==> src/rtl/eitc_pkg.sv <==
// Shared types and constants of the ignition timing controller.
// No dependencies; used by every module of the block.
package eitc_pkg;

  // Configuration port widths and register indexes.
  localparam int CFG_IDX_W  = 3;
  localparam int CFG_DATA_W = 26;

  localparam logic [CFG_IDX_W-1:0] CFG_TIMEOUT  = 3'd0;
  localparam logic [CFG_IDX_W-1:0] CFG_RPM_NUM  = 3'd1;
  localparam logic [CFG_IDX_W-1:0] CFG_REV_LIM  = 3'd2;
  localparam logic [CFG_IDX_W-1:0] CFG_CUT_TIME = 3'd3;
  localparam logic [CFG_IDX_W-1:0] CFG_MIN_INT  = 3'd4;
  localparam logic [CFG_IDX_W-1:0] CFG_DWELL    = 3'd5;
  localparam logic [CFG_IDX_W-1:0] CFG_COIL     = 3'd6;

  // Register reset values.
  localparam logic [23:0] RST_TIMEOUT  = 24'd80000;
  localparam logic [25:0] RST_RPM_NUM  = 26'd15000000;
  localparam logic [15:0] RST_REV_LIM  = 16'd9000;
  localparam logic [23:0] RST_CUT_TIME = 24'd60000;
  localparam logic [15:0] RST_MIN_INT  = 16'd1000;
  localparam logic [15:0] RST_DWELL    = 16'd6000;
  localparam logic [6:0]  RST_COIL     = 7'd16;

  // Rpm divider geometry: the dividend is the rpm numerator, the divisor a
  // full pulse interval.
  localparam int DIVIDEND_W = 26;
  localparam int DIVISOR_W  = 24;
  localparam int DIV_CNT_W  = $clog2(DIVIDEND_W);
  localparam logic [DIV_CNT_W-1:0] DIV_LAST = DIV_CNT_W'(DIVIDEND_W - 1);

  // Spark delay: the interval times angle product is divided by 360 as a
  // shift by three followed by a multiply with ceil(2^34 / 45), which is
  // exact for every 28-bit value.
  localparam int PROD_W    = 31;
  localparam int DLY_SHIFT = 34;
  localparam logic [28:0] RECIP_45 = 29'd381774871;

  // Sequencer phase as seen on the result beat.
  typedef enum logic [2:0] {
    PH_IDLE  = 3'd0,
    PH_SHIFT = 3'd1,
    PH_CUT   = 3'd2,
    PH_FIRE  = 3'd3,
    PH_SAFE  = 3'd4
  } phase_t;

  // Controller states.
  typedef enum logic [2:0] {
    S_IDLE,
    S_PASS,
    S_RPM,
    S_BRANCH,
    S_MUL,
    S_DLY,
    S_WB
  } ctrl_state_t;

  // Payload of one input beat.
  typedef struct packed {
    logic trigger_level;
    logic cam_level;
    logic shifter_level;
  } in_item_t;

  // Payload of one result beat.
  typedef struct packed {
    logic        spark_out;
    logic [15:0] engine_speed;
    logic [3:0]  tooth_number;
    logic [2:0]  loop_phase;
  } out_item_t;

  // Commands from the controller to the datapath.
  typedef struct packed {
    logic ld_item;
    logic do_first;
    logic rpm_start;
    logic ld_speed;
    logic do_branch;
    logic ld_prod;
    logic ld_delay;
    logic do_wb;
  } ctrl_cmd_t;

  // Status from the datapath to the controller.
  typedef struct packed {
    logic need_pass;
    logic first_cycle;
    logic need_delay;
    logic div_done;
    logic out_free;
  } dp_status_t;

endpackage

==> src/rtl/eitc_div.sv <==
// Restoring divider, one quotient bit per cycle, used for the engine speed.
// Depends on eitc_pkg for the operand widths.
module eitc_div (
  input  logic                               clk,
  input  logic                               rst_n,
  input  logic                               start,
  input  logic [eitc_pkg::DIVIDEND_W-1:0]    dividend,
  input  logic [eitc_pkg::DIVISOR_W-1:0]     divisor,
  output logic                               done,
  output logic [eitc_pkg::DIVIDEND_W-1:0]    quotient
);

  logic                               busy_r, busy_nxt;
  logic                               done_r, done_nxt;
  logic [eitc_pkg::DIV_CNT_W-1:0]     cnt_r, cnt_nxt;
  logic [eitc_pkg::DIVISOR_W-1:0]     rem_r, rem_nxt;
  logic [eitc_pkg::DIVISOR_W-1:0]     dvs_r, dvs_nxt;
  logic [eitc_pkg::DIVIDEND_W-1:0]    quo_r, quo_nxt;
  logic [eitc_pkg::DIVISOR_W:0]       trial;
  logic [eitc_pkg::DIVISOR_W:0]       trial_diff;
  logic                               fits;

  // Shift the next dividend bit into the remainder and try a subtract.
  // A zero divisor always fits, which yields an all-ones quotient.
  always_comb begin
    trial      = {rem_r, quo_r[eitc_pkg::DIVIDEND_W-1]};
    trial_diff = trial - {1'b0, dvs_r};
    fits       = (trial >= {1'b0, dvs_r});
  end

  // Step control.
  always_comb begin
    busy_nxt = busy_r;
    done_nxt = 1'b0;
    cnt_nxt  = cnt_r;
    rem_nxt  = rem_r;
    dvs_nxt  = dvs_r;
    quo_nxt  = quo_r;
    if (start) begin
      busy_nxt = 1'b1;
      cnt_nxt  = '0;
      rem_nxt  = '0;
      dvs_nxt  = divisor;
      quo_nxt  = dividend;
    end else if (busy_r) begin
      rem_nxt = fits ? trial_diff[eitc_pkg::DIVISOR_W-1:0] : trial[eitc_pkg::DIVISOR_W-1:0];
      quo_nxt = {quo_r[eitc_pkg::DIVIDEND_W-2:0], fits};
      cnt_nxt = cnt_r + 1'b1;
      if (cnt_r == eitc_pkg::DIV_LAST) begin
        busy_nxt = 1'b0;
        done_nxt = 1'b1;
      end
    end
  end

  always_ff @(posedge clk) begin
    if (!rst_n) begin
      busy_r <= 1'b0;
      done_r <= 1'b0;
      cnt_r  <= '0;
    end else begin
      busy_r <= busy_nxt;
      done_r <= done_nxt;
      cnt_r  <= cnt_nxt;
    end
  end

  // Operand registers carry no reset.
  always_ff @(posedge clk) begin
    rem_r <= rem_nxt;
    dvs_r <= dvs_nxt;
    quo_r <= quo_nxt;
  end

  assign done     = done_r;
  assign quotient = quo_r;

endmodule

==> src/rtl/eitc_dp.sv <==
// Datapath: configuration, timing state, ignition sequencer state and the
// result register. Depends on eitc_pkg and instantiates eitc_div.
module eitc_dp #(
  parameter int ADVANCE_DEG = 16,
  parameter int TEETH       = 8
) (
  input  logic                              clk,
  input  logic                              rst_n,
  input  eitc_pkg::ctrl_cmd_t               cmd,
  output eitc_pkg::dp_status_t              status,
  input  eitc_pkg::in_item_t                in_data,
  input  logic                              cfg_we,
  input  logic [eitc_pkg::CFG_IDX_W-1:0]    cfg_index,
  input  logic [eitc_pkg::CFG_DATA_W-1:0]   cfg_data,
  output logic                              out_valid,
  input  logic                              out_ready,
  output eitc_pkg::out_item_t               out_data
);

  localparam logic [6:0] ADV        = ADVANCE_DEG[6:0];
  localparam logic [3:0] TOOTH_LAST = TEETH[3:0];
  localparam logic [3:0] TOOTH_PREV = TOOTH_LAST - 4'd1;

  // Configuration registers.
  logic [23:0] tmo_r, cut_r;
  logic [25:0] num_r;
  logic [15:0] rev_r, minint_r, dwell_r;
  logic [6:0]  coil_r;

  // Timing and sequencer state.
  logic [23:0]          tick_r, tick_nxt;
  logic [23:0]          pulse_r, pulse_nxt;
  logic [15:0]          speed_r, speed_nxt;
  logic [3:0]           tooth_r, tooth_nxt;
  logic                 first_r, first_nxt;
  logic                 spark_r, spark_nxt;
  eitc_pkg::phase_t     phase_r, phase_nxt;
  logic [23:0]          delay_r, delay_nxt;
  logic                 prev_r, prev_nxt;
  logic                 out_valid_r, out_valid_nxt;

  // Item and arithmetic holding registers.
  eitc_pkg::in_item_t   item_r;
  logic [eitc_pkg::PROD_W-1:0] prod_r;
  eitc_pkg::out_item_t  out_data_r, out_data_nxt;

  // Front end of a tick.
  logic        timeout;
  logic [23:0] tick_a;
  logic [3:0]  tooth_a;
  logic        trig_edge;

  // Sequencer decisions.
  logic        go_shift, go_cut, dwell, need_delay;
  logic [6:0]  ang_diff;
  logic [eitc_pkg::PROD_W-1:0] prod_w;

  // Spark delay from the registered product.
  logic [27:0] prod_eighth;
  logic [56:0] recip_prod;
  logic [23:0] delay_w;

  // Write-back view of the waits.
  eitc_pkg::phase_t wb_phase;
  logic             wb_spark;
  logic [24:0]      cut_target;

  // Divider hookup.
  logic                              div_start, div_done;
  logic [eitc_pkg::DIVIDEND_W-1:0]   div_dividend, div_quo;
  logic [eitc_pkg::DIVISOR_W-1:0]    div_divisor;

  assign div_start    = cmd.rpm_start;
  assign div_dividend = num_r;
  assign div_divisor  = pulse_r;

  eitc_div u_div (
    .clk      (clk),
    .rst_n    (rst_n),
    .start    (div_start),
    .dividend (div_dividend),
    .divisor  (div_divisor),
    .done     (div_done),
    .quotient (div_quo)
  );

  // Counter advance with timeout, then trigger edge qualification.
  always_comb begin
    timeout   = (tick_r >= tmo_r);
    tick_a    = timeout ? 24'd0 : tick_r + 24'd1;
    tooth_a   = timeout ? 4'd0 : tooth_r;
    trig_edge = in_data.trigger_level && !prev_r && (tick_a > {8'd0, minint_r});
  end

  // Pass decisions; shifter and rev limit are checked before dwell.
  always_comb begin
    go_shift   = !item_r.shifter_level && spark_r;
    go_cut     = (speed_r >= rev_r) && spark_r;
    dwell      = ((tooth_r == TOOTH_PREV) && (speed_r > dwell_r)) || (tooth_r == TOOTH_LAST);
    need_delay = !go_shift && !go_cut && !item_r.cam_level;
    ang_diff   = (coil_r > ADV) ? coil_r - ADV : 7'd0;
    prod_w     = {7'd0, pulse_r} * {24'd0, ang_diff};
  end

  // Divide the product by 360: drop the factor eight by a shift, then
  // multiply by the reciprocal of 45. The quotient fits in 23 bits.
  always_comb begin
    prod_eighth = prod_r[eitc_pkg::PROD_W-1:3];
    recip_prod  = 57'(prod_eighth) * 57'(eitc_pkg::RECIP_45);
    delay_w     = {1'b0, recip_prod[56:eitc_pkg::DLY_SHIFT]};
  end

  // Waits, checked in the order fire, cut, shifter, safety.
  always_comb begin
    wb_phase   = phase_r;
    wb_spark   = spark_r;
    cut_target = {1'b0, delay_r} + {1'b0, cut_r};
    if (wb_phase == eitc_pkg::PH_FIRE && tick_r >= delay_r) begin
      wb_spark = 1'b1;
      wb_phase = eitc_pkg::PH_SAFE;
    end
    if (wb_phase == eitc_pkg::PH_CUT && {1'b0, tick_r} >= cut_target) begin
      wb_phase = eitc_pkg::PH_SAFE;
    end
    if (wb_phase == eitc_pkg::PH_SHIFT && item_r.shifter_level) begin
      wb_phase = eitc_pkg::PH_SAFE;
    end
    if (wb_phase == eitc_pkg::PH_SAFE && tick_r >= {8'd0, minint_r}) begin
      wb_phase = eitc_pkg::PH_IDLE;
    end
  end

  // Next state for each command.
  always_comb begin
    tick_nxt      = tick_r;
    pulse_nxt     = pulse_r;
    speed_nxt     = speed_r;
    tooth_nxt     = tooth_r;
    first_nxt     = first_r;
    spark_nxt     = spark_r;
    phase_nxt     = phase_r;
    delay_nxt     = delay_r;
    prev_nxt      = prev_r;
    out_data_nxt  = out_data_r;
    out_valid_nxt = out_valid_r && !out_ready;

    if (cmd.ld_item) begin
      tick_nxt  = tick_a;
      tooth_nxt = tooth_a;
      prev_nxt  = in_data.trigger_level;
      if (timeout) begin
        spark_nxt = 1'b1;
        first_nxt = 1'b1;
      end
      if (trig_edge) begin
        pulse_nxt = tick_a;
        tick_nxt  = 24'd0;
        if (tooth_a != 4'd0) begin
          tooth_nxt = (tooth_a >= TOOTH_LAST) ? 4'd1 : tooth_a + 4'd1;
        end
      end
    end

    // Not yet synchronized: wait for the cam reference.
    if (cmd.do_first) begin
      if (!item_r.cam_level) begin
        tooth_nxt = 4'd1;
        first_nxt = 1'b0;
      end
      phase_nxt = eitc_pkg::PH_SAFE;
    end

    // Speed saturates at full scale.
    if (cmd.ld_speed) begin
      speed_nxt = (div_quo[eitc_pkg::DIVIDEND_W-1:16] != '0) ? 16'hFFFF : div_quo[15:0];
    end

    if (cmd.do_branch) begin
      if (go_shift) begin
        phase_nxt = eitc_pkg::PH_SHIFT;
      end else if (go_cut) begin
        phase_nxt = eitc_pkg::PH_CUT;
      end else begin
        if (dwell) begin
          spark_nxt = 1'b0;
        end
        if (item_r.cam_level) begin
          phase_nxt = eitc_pkg::PH_SAFE;
        end
      end
    end

    if (cmd.ld_delay) begin
      delay_nxt = delay_w;
      phase_nxt = eitc_pkg::PH_FIRE;
    end

    // Close the tick and present its result beat.
    if (cmd.do_wb) begin
      phase_nxt     = wb_phase;
      spark_nxt     = wb_spark;
      out_valid_nxt = 1'b1;
      out_data_nxt  = '{spark_out:    wb_spark,
                        engine_speed: speed_r,
                        tooth_number: tooth_r,
                        loop_phase:   wb_phase};
    end
  end

  // Control and architectural state.
  always_ff @(posedge clk) begin
    if (!rst_n) begin
      tick_r      <= '0;
      pulse_r     <= '0;
      speed_r     <= '0;
      tooth_r     <= '0;
      first_r     <= 1'b1;
      spark_r     <= 1'b1;
      phase_r     <= eitc_pkg::PH_IDLE;
      delay_r     <= '0;
      prev_r      <= 1'b0;
      out_valid_r <= 1'b0;
    end else begin
      tick_r      <= tick_nxt;
      pulse_r     <= pulse_nxt;
      speed_r     <= speed_nxt;
      tooth_r     <= tooth_nxt;
      first_r     <= first_nxt;
      spark_r     <= spark_nxt;
      phase_r     <= phase_nxt;
      delay_r     <= delay_nxt;
      prev_r      <= prev_nxt;
      out_valid_r <= out_valid_nxt;
    end
  end

  // Configuration registers; unknown indexes are dropped.
  always_ff @(posedge clk) begin
    if (!rst_n) begin
      tmo_r    <= eitc_pkg::RST_TIMEOUT;
      num_r    <= eitc_pkg::RST_RPM_NUM;
      rev_r    <= eitc_pkg::RST_REV_LIM;
      cut_r    <= eitc_pkg::RST_CUT_TIME;
      minint_r <= eitc_pkg::RST_MIN_INT;
      dwell_r  <= eitc_pkg::RST_DWELL;
      coil_r   <= eitc_pkg::RST_COIL;
    end else if (cfg_we) begin
      unique case (cfg_index)
        eitc_pkg::CFG_TIMEOUT:  tmo_r    <= cfg_data[23:0];
        eitc_pkg::CFG_RPM_NUM:  num_r    <= cfg_data;
        eitc_pkg::CFG_REV_LIM:  rev_r    <= cfg_data[15:0];
        eitc_pkg::CFG_CUT_TIME: cut_r    <= cfg_data[23:0];
        eitc_pkg::CFG_MIN_INT:  minint_r <= cfg_data[15:0];
        eitc_pkg::CFG_DWELL:    dwell_r  <= cfg_data[15:0];
        eitc_pkg::CFG_COIL:     coil_r   <= cfg_data[6:0];
        default: ;
      endcase
    end
  end

  // Payload registers carry no reset.
  always_ff @(posedge clk) begin
    if (cmd.ld_item) begin
      item_r <= in_data;
    end
    if (cmd.ld_prod) begin
      prod_r <= prod_w;
    end
    out_data_r <= out_data_nxt;
  end

  assign status = '{need_pass:   (phase_r == eitc_pkg::PH_IDLE) && item_r.trigger_level,
                    first_cycle: first_r,
                    need_delay:  need_delay,
                    div_done:    div_done,
                    out_free:    !out_valid_r || out_ready};

  assign out_valid = out_valid_r;
  assign out_data  = out_data_r;

endmodule

==> src/rtl/eitc_ctrl.sv <==
// Controller: sequences one tick through evaluation, the rpm divider, the
// spark delay and write-back. Depends on eitc_pkg for its state and command types.
module eitc_ctrl (
  input  logic                  clk,
  input  logic                  rst_n,
  input  logic                  in_valid,
  output logic                  in_ready,
  input  eitc_pkg::dp_status_t  status,
  output eitc_pkg::ctrl_cmd_t   cmd
);

  eitc_pkg::ctrl_state_t state_r, state_nxt;

  always_ff @(posedge clk) begin
    if (!rst_n) begin
      state_r <= eitc_pkg::S_IDLE;
    end else begin
      state_r <= state_nxt;
    end
  end

  // Next state and commands.
  always_comb begin
    state_nxt = state_r;
    cmd       = '0;
    in_ready  = 1'b0;
    unique case (state_r)
      eitc_pkg::S_IDLE: begin
        in_ready = 1'b1;
        if (in_valid) begin
          cmd.ld_item = 1'b1;
          state_nxt   = eitc_pkg::S_PASS;
        end
      end
      eitc_pkg::S_PASS: begin
        if (!status.need_pass) begin
          state_nxt = eitc_pkg::S_WB;
        end else if (status.first_cycle) begin
          cmd.do_first = 1'b1;
          state_nxt    = eitc_pkg::S_WB;
        end else begin
          cmd.rpm_start = 1'b1;
          state_nxt     = eitc_pkg::S_RPM;
        end
      end
      eitc_pkg::S_RPM: begin
        if (status.div_done) begin
          cmd.ld_speed = 1'b1;
          state_nxt    = eitc_pkg::S_BRANCH;
        end
      end
      eitc_pkg::S_BRANCH: begin
        cmd.do_branch = 1'b1;
        state_nxt     = status.need_delay ? eitc_pkg::S_MUL : eitc_pkg::S_WB;
      end
      eitc_pkg::S_MUL: begin
        cmd.ld_prod = 1'b1;
        state_nxt   = eitc_pkg::S_DLY;
      end
      eitc_pkg::S_DLY: begin
        cmd.ld_delay = 1'b1;
        state_nxt    = eitc_pkg::S_WB;
      end
      eitc_pkg::S_WB: begin
        if (status.out_free) begin
          cmd.do_wb = 1'b1;
          state_nxt = eitc_pkg::S_IDLE;
        end
      end
      default: state_nxt = eitc_pkg::S_IDLE;
    endcase
  end

endmodule

==> src/rtl/engine_ignition_timing_controller.sv <==
// Ignition timing controller, one timer tick per input beat and one result
// beat per tick. A plain tick is evaluated and written back before the next
// beat is accepted. A tick that starts an ignition pass while synchronized
// also runs the one-bit-per-cycle rpm divider; when the spark delay is
// computed, a product step and a reciprocal multiply by one 360th follow it.
// A finished result waits in the output register while the next beat is
// accepted; a result still stalled there at the next write-back holds that
// tick until the receiver takes it.
// Configuration writes are taken in every cycle.
module engine_ignition_timing_controller #(
  parameter int ADVANCE_DEG = 16,
  parameter int TEETH       = 8
) (
  input  logic                              clk,
  input  logic                              rst_n,
  input  logic                              in_valid,
  output logic                              in_ready,
  input  eitc_pkg::in_item_t                in_data,
  output logic                              out_valid,
  input  logic                              out_ready,
  output eitc_pkg::out_item_t               out_data,
  input  logic                              cfg_valid,
  output logic                              cfg_ready,
  input  logic [eitc_pkg::CFG_IDX_W-1:0]    cfg_index,
  input  logic [eitc_pkg::CFG_DATA_W-1:0]   cfg_data
);

  eitc_pkg::ctrl_cmd_t  cmd;
  eitc_pkg::dp_status_t status;

  // Register writes are never stalled.
  assign cfg_ready = 1'b1;

  eitc_ctrl u_ctrl (
    .clk      (clk),
    .rst_n    (rst_n),
    .in_valid (in_valid),
    .in_ready (in_ready),
    .status   (status),
    .cmd      (cmd)
  );

  eitc_dp #(
    .ADVANCE_DEG (ADVANCE_DEG),
    .TEETH       (TEETH)
  ) u_dp (
    .clk       (clk),
    .rst_n     (rst_n),
    .cmd       (cmd),
    .status    (status),
    .in_data   (in_data),
    .cfg_we    (cfg_valid && cfg_ready),
    .cfg_index (cfg_index),
    .cfg_data  (cfg_data),
    .out_valid (out_valid),
    .out_ready (out_ready),
    .out_data  (out_data)
  );

endmodule

==> config.mk <==
export PLATFORM = sky130hd
export DESIGN_NAME = engine_ignition_timing_controller
export DESIGN_NICKNAME = d
export VERILOG_FILES = /design/src/rtl/eitc_pkg.sv /design/src/rtl/eitc_div.sv /design/src/rtl/eitc_dp.sv /design/src/rtl/eitc_ctrl.sv /design/src/rtl/engine_ignition_timing_controller.sv
export SDC_FILE = /design/constraint.sdc
export NUM_CORES = 2
export LEC_CHECK = 0
export BUFFER_PORTS_ARGS = -buffer_cell sky130_fd_sc_hd__buf_2
export CAP_MARGIN = 25
export CORE_ASPECT_RATIO = 0.75
export CORE_MARGIN = 5
export CORE_UTILIZATION = 65
export DETAILED_ROUTE_END_ITERATION = 16
export HOLD_SLACK_MARGIN = 0.1
export PLACE_DENSITY = 0.78
export SETUP_SLACK_MARGIN = 0.3
export SYNTH_ARGS = -nofsm -noshare
export SYNTH_HDL_FRONTEND = slang
export SYNTH_SLANG_ARGS = --single-unit
==> constraint.sdc <==
create_clock -name clk -period 20 [get_ports clk]
set_input_delay 1 -clock clk [delete_from_list [all_inputs] [get_ports clk]]
set_output_delay 1 -clock clk [all_outputs]
set_load 0.005 [all_outputs]
==> results.md <==
* #FFs+latches synth at around 370
* Synth Instances at approximately 4000
* Setup violations, final at 0
* Crit end category: register
* N_diodes at 0
* Worst path max stage delay at 0.58 ns
* Max FO, Critical Path at 6
* Cell Chain, Critical Path: ha_1 > inv_1 > fa_1 > fa_1 > inv_1 > fa_1 > fa_1 > fa_1 > inv_1 > fa_1 > inv_1 > ha_1 > and3_1 > nand4_1 > or4_1 > o311ai_4 > o2111ai_2 > a21boi_1 > o21ai_1 > a41o_1
* Final Hold Fails at 0
* Status: completed
* WS Path Type: register to register
* WHS at 0.465 ns
* CP dominant cell by count: fa_1
* Slew headroom at between 20% and 30%
* P_int at 2.02 mW
* Synth Area per Inst at around 9.1 sq um
* CTS max path bufs at 3
* CTS sink count at 366
* CP max stage cell: or4_1
* Post-CTS setup repair buffer count at 0
* F_max at about 140 MHz
* Final wirelength at approximately 99000 um
* Placement Rows at 75
* Die width at 283 um
* Max VDD drop at roughly 0.0001 V
* CP Launch Type: register
* Largest net degree at the start of global routing at 96
* CTS tree: yes
* H-tree Lvls at 2
* DRC at 0
* Syn Std Cell Area at 36300 sq um
* Antenna Violating Nets Remaining at 0
* Initial antenna violation count at 1
* LEAKAGE at around 19 nW
* Top_reg_cell synth: dfxtp_1
* Vias at about 29000
* Layout area overhead at 6.36%
* Worst hold path type: register to register
* Cts bufs inserted at 38
* Clock transition at path regs at 0.07 ns
* Unique masters post-synth at 87
* Slew Viols, Final at 0
* DP HPWL at 78100 um
* Post-synth ARST share at 0%
* Fraction of layout cells with a size suffix above 1 at 5.23%
* Clk Latency, worst-skew pair at 0.60 ns
* Worst Path Arrival at 7.49 ns
* Vias in the first global route at 27613
* Total Routing Usage GR at about 32%
* Gpl congestion at just over 1
* Pwr dens at 92.0 nW/um^2
* Period utilization at 35.2%
* Core area at 55600 sq um
* Yosys synthesis warning count at 0
* Max Cap Viol at 0
* Register area share after synthesis at 23.1%
* CTS Hold Bufs at 0
* Net Sw Frac at 43.1%
* Layout Skew at 0.0488 ns
* Vias per Instance at 5.99
* Sum of negative setup slack at 0 ns
* Ports at 64
* Net Switching at 1.53 mW
* Drt pass-1 iters at 6
* Wirelength per Cell at approximately 21 um
* Minimum clock period at 7.03 ns
* DIE AREA at 60800 sq um
* First-pass GRT wire length at 155000 um
* Height of the die at between 200 and 250 um
* CTS root buf: clkbuf_16
* Required @ worst endpoint at between 20 and 25 ns
* Clock share of power at between 20% and 30%
* Initial Util at between 60% and 70%
* 1st-iter DRT viols at 2742
* RSZ-0062 raised after global routing: false
* Least-Margin Pin Slew at roughly 1.1 ns
* Final #Nets at 4904
* Gate power share at 55.7%
* Port bufs at 62
* Share of power burned in registers at 23.5%
* GRT overflow at 0
* Number of flops mapped to enable cells by yosys at 105
* Post_cts resized at 0
* Mapped Nets at 4898
==> metrics by stage <==
step | area, sq um | setup WS (ns) | utilization (%) | total power, mW | instances
after CTS | 38600 | 12.91 | 69.4 | 3.54 | 4762
after floorplan | 36300 | 13.60 | - | 2.27 | 3997
after global routing | 38700 | 12.53 | 69.5 | 3.84 | 4763
after detailed placement | 37300 | 12.92 | 67.1 | 2.78 | 4693
final | 38700 | 12.97 | 69.5 | 3.56 | 4763
after global placement | 37300 | 12.92 | 67.0 | 2.76 | 4690
==> metal layers <==
| metal | share of wire, % | GRT usage, % | wire [um] |
|---|---|---|---|
| met1 | 45 | 47.3 | 44700 |
| met2 | 41 | 45.5 | 40100 |
| met3 | 11 | 10.2 | 11100 |
| met4 | 2.9 | 8.49 | 2860 |
| met5 | 0.091 | 1.09 | 90 |
==> cell usage in the layout (no fill, tap or decap), types with 45 or more instances in the layout <==
cell / n
a21o_1: 81
ha_1: 511
and2_1: 51
nand3_1: 88
xnor2_1: 60
o211ai_1: 48
dfxtp_1: 261
nand2_1: 586
inv_1: 644
nand4_1: 50
xor2_1: 45
buf_2: 61
fa_1: 353
o21ai_0: 126
edfxtp_1: 105
a21boi_0: 93
a21oi_1: 135
nor2_1: 116
==> final timing paths <==
check | from | to | slack (ns) | cells past startpoint
setup / recovery | u_dp.prod_r[21] | u_dp.delay_r[15] | 12.97 | 20
hold / removal | u_dp.dwell_r[7] | u_dp.dwell_r[7] | 0.47 | 2
setup reg to reg | u_dp.prod_r[21] | u_dp.delay_r[15] | 12.97 | 20
hold reg to reg | u_dp.dwell_r[7] | u_dp.dwell_r[7] | 0.47 | 2
==> power by group through the flow <==
| stage | Sequential [mW] | Combinational [mW] | Clock (mW) |
|---|---|---|---|
| after global routing | 0.839 | 2.22 | 0.781 |
| after CTS | 0.834 | 1.95 | 0.749 |
| final | 0.835 | 1.98 | 0.739 |
| after global placement | 0.849 | 1.91 | 0 |
| after floorplan | 0.837 | 1.43 | 0 |
| after detailed placement | 0.850 | 1.93 | 0 |
==> critical path, delay by kind of cell (launching register included) <==
family,cells,cell delay (ns)
AOI/OAI and AO/OA,5,1.38
adders and majority gates,8,3.83
buffers and inverters,4,0.25
DFF,1,0.51
and+or+nand+nor,3,0.94
==> flip-flops by register name, indices dropped and copies added (netlist names), 24 cells and up <==
| name | cells |
|---|---|
| u_dp.div_dividend | 26 |
| u_dp.tick_r | 24 |
| u_dp.div_divisor | 24 |
| u_dp.out_data | 24 |
| u_dp.cut_r | 24 |
| u_dp.prod_r | 28 |
| u_dp.u_div.quotient | 26 |
| u_dp.u_div.rem_r | 24 |
| u_dp.u_div.dvs_r | 24 |
| u_dp.tmo_r | 24 |
==> Yosys cell counts, drive strengths merged, types with 18 or more instances <==
master	instances	area [sq um]
nor2b	37	231
o21a	23	173
nand2	586	2200
a21oi	136	681
xor2	45	394
a211oi	22	165
or3	19	119
nor2	117	439
a21boi	137	1030
nor3	38	200
xnor2	60	526
o21ai	161	810
and2	51	319
clkbuf	110	413
fa	353	7070
dfxtp	261	5230
o221a	18	203
mux2i	18	180
nand3	88	440
a21o	81	608
inv	645	2420
and3	22	138
o211ai	59	498
nand2b	23	144
edfxtp	105	3150
nand4	52	347
ha	511	6390
==> cell type report <==
type                       instances  area [sq um]
clock buffer                      45           978
inverter                         645          2420
tap                              731           915
clock inverter                    24           303
sequential                       366          8380
fill                            4397         17000
timing repair buffer              93           609
multi-input combinational       2859         25100
==> logic make-up (layout without fill, tap and decap cells) <==
| group | Yosys count | in the layout | share of synthesized area [%] |
|---|---|---|---|
| xor gates and xnor gates | 105 | 105 | 2.53 |
| buffers and inverters | 772 | 807 | 8.12 |
| muxes | 18 | 18 | 0.496 |
| and+or+nand+nor | 1095 | 1095 | 14.0 |
| other | 1 | 1 | 0.0103 |
| AOI/OAI and AO/OA | 776 | 776 | 14.7 |
| DFF | 366 | 366 | 23.1 |
| adders and majority gates | 864 | 864 | 37.0 |
Power figures use the tool's default switching activity.
